<file path="src/hw/rtl/hbis_ram.sv">
// Generic single-clock RAM with one write port and one registered read port.
// Width and depth are parameters; no package dependency.
`timescale 1ns / 1ps

module hbis_ram #(
    parameter int WIDTH = 64,
    parameter int DEPTH = 64
) (
    input  logic                     aclk,
    input  logic                     we,
    input  logic [$clog2(DEPTH)-1:0] waddr,
    input  logic [WIDTH-1:0]         wdata,
    input  logic [$clog2(DEPTH)-1:0] raddr,
    output logic [WIDTH-1:0]         rdata
);

    logic [WIDTH-1:0] mem [DEPTH];
    logic [WIDTH-1:0] rdata_reg;

    always_ff @(posedge aclk) begin
        if (we) begin
            mem[waddr] <= wdata;
        end
        rdata_reg <= mem[raddr];
    end

    assign rdata = rdata_reg;

endmodule

</file>
<file path="config.mk">
export PLATFORM = sky130hd
export DESIGN_NAME = hbis_ram
export DESIGN_NICKNAME = d
export VERILOG_FILES = /design/src/hw/rtl/hbis_ram.sv
export SDC_FILE = /design/constraint.sdc
export NUM_CORES = 2
export LEC_CHECK = 0
export BUFFER_PORTS_ARGS = -buffer_cell sky130_fd_sc_hd__buf_2
export CAP_MARGIN = 15
export CORE_ASPECT_RATIO = 1.25
export CORE_MARGIN = 5
export CORE_UTILIZATION = 30
export CTS_BUF_LIST = sky130_fd_sc_hd__clkbuf_4
export CTS_CLUSTER_DIAMETER = 80
export DETAILED_ROUTE_END_ITERATION = 16
export SYNTH_ARGS = -nofsm -noshare
export SYNTH_HDL_FRONTEND = slang
export SYNTH_SLANG_ARGS = --single-unit
</file>
<file path="constraint.sdc">
create_clock -name aclk -period 7.7 [get_ports aclk]
set_input_delay 1.54 -clock aclk [delete_from_list [all_inputs] [get_ports aclk]]
set_output_delay 1.54 -clock aclk [all_outputs]
set_load 0.02 [all_outputs]
</file>
======== Yosys cells after proc, flatten, opt, wreduce, memory -nomap -nowiden ========
Memories as Yosys holds them, arrays and structs flattened. A register that Yosys moved wholly into a read port is not among the register bits.
Index checks and enable logic that the tools add are counted.
storage, ports and cells
  flip-flop bits (word level) ............. 0
  RAM bits ................................ 4,096
  output and inout port bits .............. 64
  logic and storage cells ................. 3
  memories ................................ 1
memories
  name  depth  width  read ports  clocked after Yosys merged registers in  write ports  RTL line  RTL
  mem   64     64     1           1                                        1            17        logic [WIDTH-1:0] mem [DEPTH];
operators by class
  muxes and demuxes ....................... 2
operators by type and width
  operator           count
  1-bit two-way mux  2

======== Logic depth before layout (Yosys ltp) ========
  depth in word-level cells ............... 2
  gate-level depth with buffers ........... 9

======== Worst setup path before layout ========
No wires, ideal clock.
  path kind ............................... input to register
  start ................................... in waddr[3]
  end ..................................... mem mem[48][0] (enable)
  library setup time ...................... 564 ps
  arrival time ............................ 6,412 ps
  setup slack ............................. 724 ps
  stages on the path ...................... 4
  buffers on the path ..................... 1
  cells stage by stage .................... clkbuf_1 -> nor2b_1 -> nand4b_1 -> nor3_1
RTL lines
  what                RTL line  RTL
  start: declaration  11        input logic [$clog2(DEPTH)-1:0] waddr,
  end: declaration    17
No word-level cell before the write port.

======== Worst setup path in the final report ========
  start ................................... reg rdata_reg[8] (netlist: rdata[8]), read port of mem
  end ..................................... out rdata[8]
RTL lines
  what                RTL line  RTL
  start: declaration  18        logic [WIDTH-1:0] rdata_reg;
  end: declaration    14        output logic [WIDTH-1:0] rdata
No word-level cell between the ends.

==> summary.md <==
| Metric | Value |
|---|---|
| CP peak stage delay | 0.74 ns |
| Initial antenna violation count | 59 |
| First-pass GRT wire length | 625000 um |
| Fin nets | 7530 |
| Required @ worst endpoint | 6.16 ns |
| Largest area contributor in the netlist | edfxtp_1 |
| Worst hold slack | 0.381 ns |
| Min-delay src | wdata[14] |
| Crit path buf inv count | 1 |
| H-tree Lvls | 6 |
| Total CTS buffers | 895 |
| DRT antenna net count | 0 |
| Clock latency on the worst-skew pair | 1.48 ns |
| Detailed router's first-iteration violation count | 8100 |
| Reg2Reg Depth | 5 |
| Mapped Cells | 6598 |
| IO Pins | 142 |
| Pre-antenna DRT Iters | 6 |
| Pins over their slew limit | 0 |
| Top cell type's share of synthesized area | 78.7% |
| Area Overhead vs Synth | 14.0% |
| Layout cells sized above 1 | 35.1% |
| Family with the most delay on the worst path | flip-flops |
| Vias | 77800 |
| DP Wirelength | 234000 um |
| # Post-CTS Setup Buffers | 0 |
| CTS tree | yes |
| Routed WL per cell | 29.7 um |
| Worst Clk Skew | 0.115 ns |
| Asr flop ratio synth | 0% |
| Setup tns final | 0 ns |
| DP Area | 167000 um2 |
| Max Freq | 247 MHz |
| Startpoint types | register |
| Vias in the first global route | 81300 |
| Yosys warning count | 0 |
| # hold bufs at CTS | 0 |
| Relative slew slack | 6.15% |
| RSZ-0062 raised after global routing | no |
| Crit. End Element | output pin |
| DIE HEIGHT | 817 um |
| Clock Path Buffers | 4 |
| Clock-pin slew on the worst setup and hold paths | 0.07 ns |
| Flip-flop count of the largest register after layout | 4096 |
| Run status | complete, no violations |
| GRT overflow | 0 |
| Syn nets | 6676 |
| Core ar. | 520000 um2 |
| Synthesis-stage register bit count | 4160 |
| Leak | 55.1 nW |
| Critical path class | register to output pin |
| VDD IR max | 0.135 mV |
| Period Utilization, post-route | 52.5% |
| Largest net degree at the start of global routing | 129 |
| Worst-path cell chain | buf_2 |
| Final RePlAce weighted congestion | 0.768 |
| Initial Util | 30.1% |
| Post-synth EDFFs | 4096 |
| Final Hold Fails | 0 |
| Post-route cell area | 178000 um2 |
| Port buffer count | 141 |
| Sequential-to-total area share from yosys stat | 79.5% |
| Worst R2R Start | mem[13][26] |
| Max-cap violations | 0 |
| Post-route minimum period | 4.04 ns |
| Die area | 536000 um2 |
| Primary FF master, synth | edfxtp_1 |
| CP arrival | 2.50 ns |
| DRC | 0 |
| Reg-to-reg endpoint | rdata[26] |
| Site Rows | 296 |
| Area contributors post-synth | edfxtp_1 (79%), mux4_2 (15%), mux2i_1 (0.86%) |
| WHS Endpoint | mem[59][14] |
| Power Density | 247 nW/um2 |
| Chip Width | 656 um |
| Final setup viols | 0 |
| Fillers | 48100 |
| Most common cell in the netlist | edfxtp_1 |
| GRT Total Usage | 16.2% |
| Via density | 5.17 |
| Worst-path fanout max | 4 |
| Post-CTS Resized | 0 |
| Worst slew pin tran | 1.41 ns |
| TritonCTS Sinks | 4160 |
| Worst hold stages | 1 |
| Worst reg-to-reg setup slack | 5.60 ns |
| Final wirelength | 447000 um |
| Crit-path slowest cell | dfxtp_1 |
| Syn avg cell area | 23.7 um2 |
| Mapped Area | 156000 um2 |
| Commonest cells post-synth | edfxtp_1 (4096), mux4_2 (1024), buf_2 (170) |
| Root buf cell | clkbuf_4 |
| Synth cell types | 33 |
| HP Class | primary input to register |
metal layers:
layer | global-route usage, % | vias up | routed length, um
met2 | 29.5 | 3708 | 237000
li1 | - | 30900 | -
met5 | 0 | - | 233
met1 | 19.1 | 42300 | 161000
met3 | 2.78 | 864 | 32000
met4 | 6.05 | 38 | 16700
worst max path at each step:
stage             start         end  slack (ns)  depth (start not counted)
2_1_floorplan  waddr[3]  mem[48][0]        0.72                          4
3_5_place_dp   raddr[2]   rdata[15]        2.47                          6
5_1_grt        rdata[8]    rdata[8]        3.55                          1
4_1_cts        rdata[9]    rdata[9]        3.42                          1
6_report       rdata[8]    rdata[8]        3.66                          1
3_3_place_gp   raddr[2]   rdata[15]        2.44                          6
area by class of cell:
cell class,instances,area (um2),area share (%)
Antenna cell,39,97.6,0.0548
Clock buffer,1337,10000,5.63
Clock inverter,267,1410,0.790
Inverter,19,71.3,0.0400
Multi-Input combinational cell,2049,30800,17.3
Sequential cell,4160,124000,69.7
Tap cell,6854,8580,4.81
Timing Repair Buffer,327,2940,1.65
through the flow:
| stage | setup WS, ns | total power [mW] | instances | utilization (%) |
|---|---|---|---|---|
| after floorplan | 0.724 | 26.8 | 6598 | - |
| after global placement | 2.44 | 27.8 | 13400 | 32.0 |
| after detailed placement | 2.47 | 27.9 | 13400 | 32.1 |
| after CTS | 3.42 | 44.4 | 15000 | 34.3 |
| after global routing | 3.55 | 45.7 | 15000 | 34.3 |
| final | 3.66 | 44.0 | 15100 | 34.3 |
where the power goes:
| part | internal, mW | leakage (nW) | total [mW] | switching, mW |
|---|---|---|---|---|
| clock network | 8.25 | 6.82 | 16.6 | 8.38 |
| logic | 0.778 | 10.9 | 2.15 | 1.38 |
| registers | 25.1 | 37.4 | 25.2 | 0.137 |
placed cells by master, fill, tap and decap left out, types with 3 or more instances in the layout:
cell type   instances
nand2_1            55
or3_1              29
mux4_2           1024
a2bb2oi_1          19
clkinv_2           26
a22o_1             88
nor2_4             65
clkinv_1          195
o221ai_1           38
buf_12             62
dfxtp_1            64
edfxtp_1         4096
nor2b_4             3
nor2_1             47
buf_2             138
and3_1             64
nor2b_1            24
mux2i_1           135
o22ai_1            83
clkinvlp_4          9
bufinv_16           9
clkinv_4            6
a41oi_1            26
diode_2            39
inv_1              19
a22oi_1           168
clkbuf_4         1337
buf_4             123
nand3_1            45
a211oi_1           63
inv_2              11
inv_6               8
or2_2              28
nand2b_1            9
a31oi_1            18
kinds of logic after synthesis:
group	count (synthesis)	synth area share, %
simple gates	386	1.24
compound gates	504	2.48
buf+inv	389	1.18
mux	1159	15.6
flops	4160	79.5
Note: power is estimated with default switching activity, not from simulation.
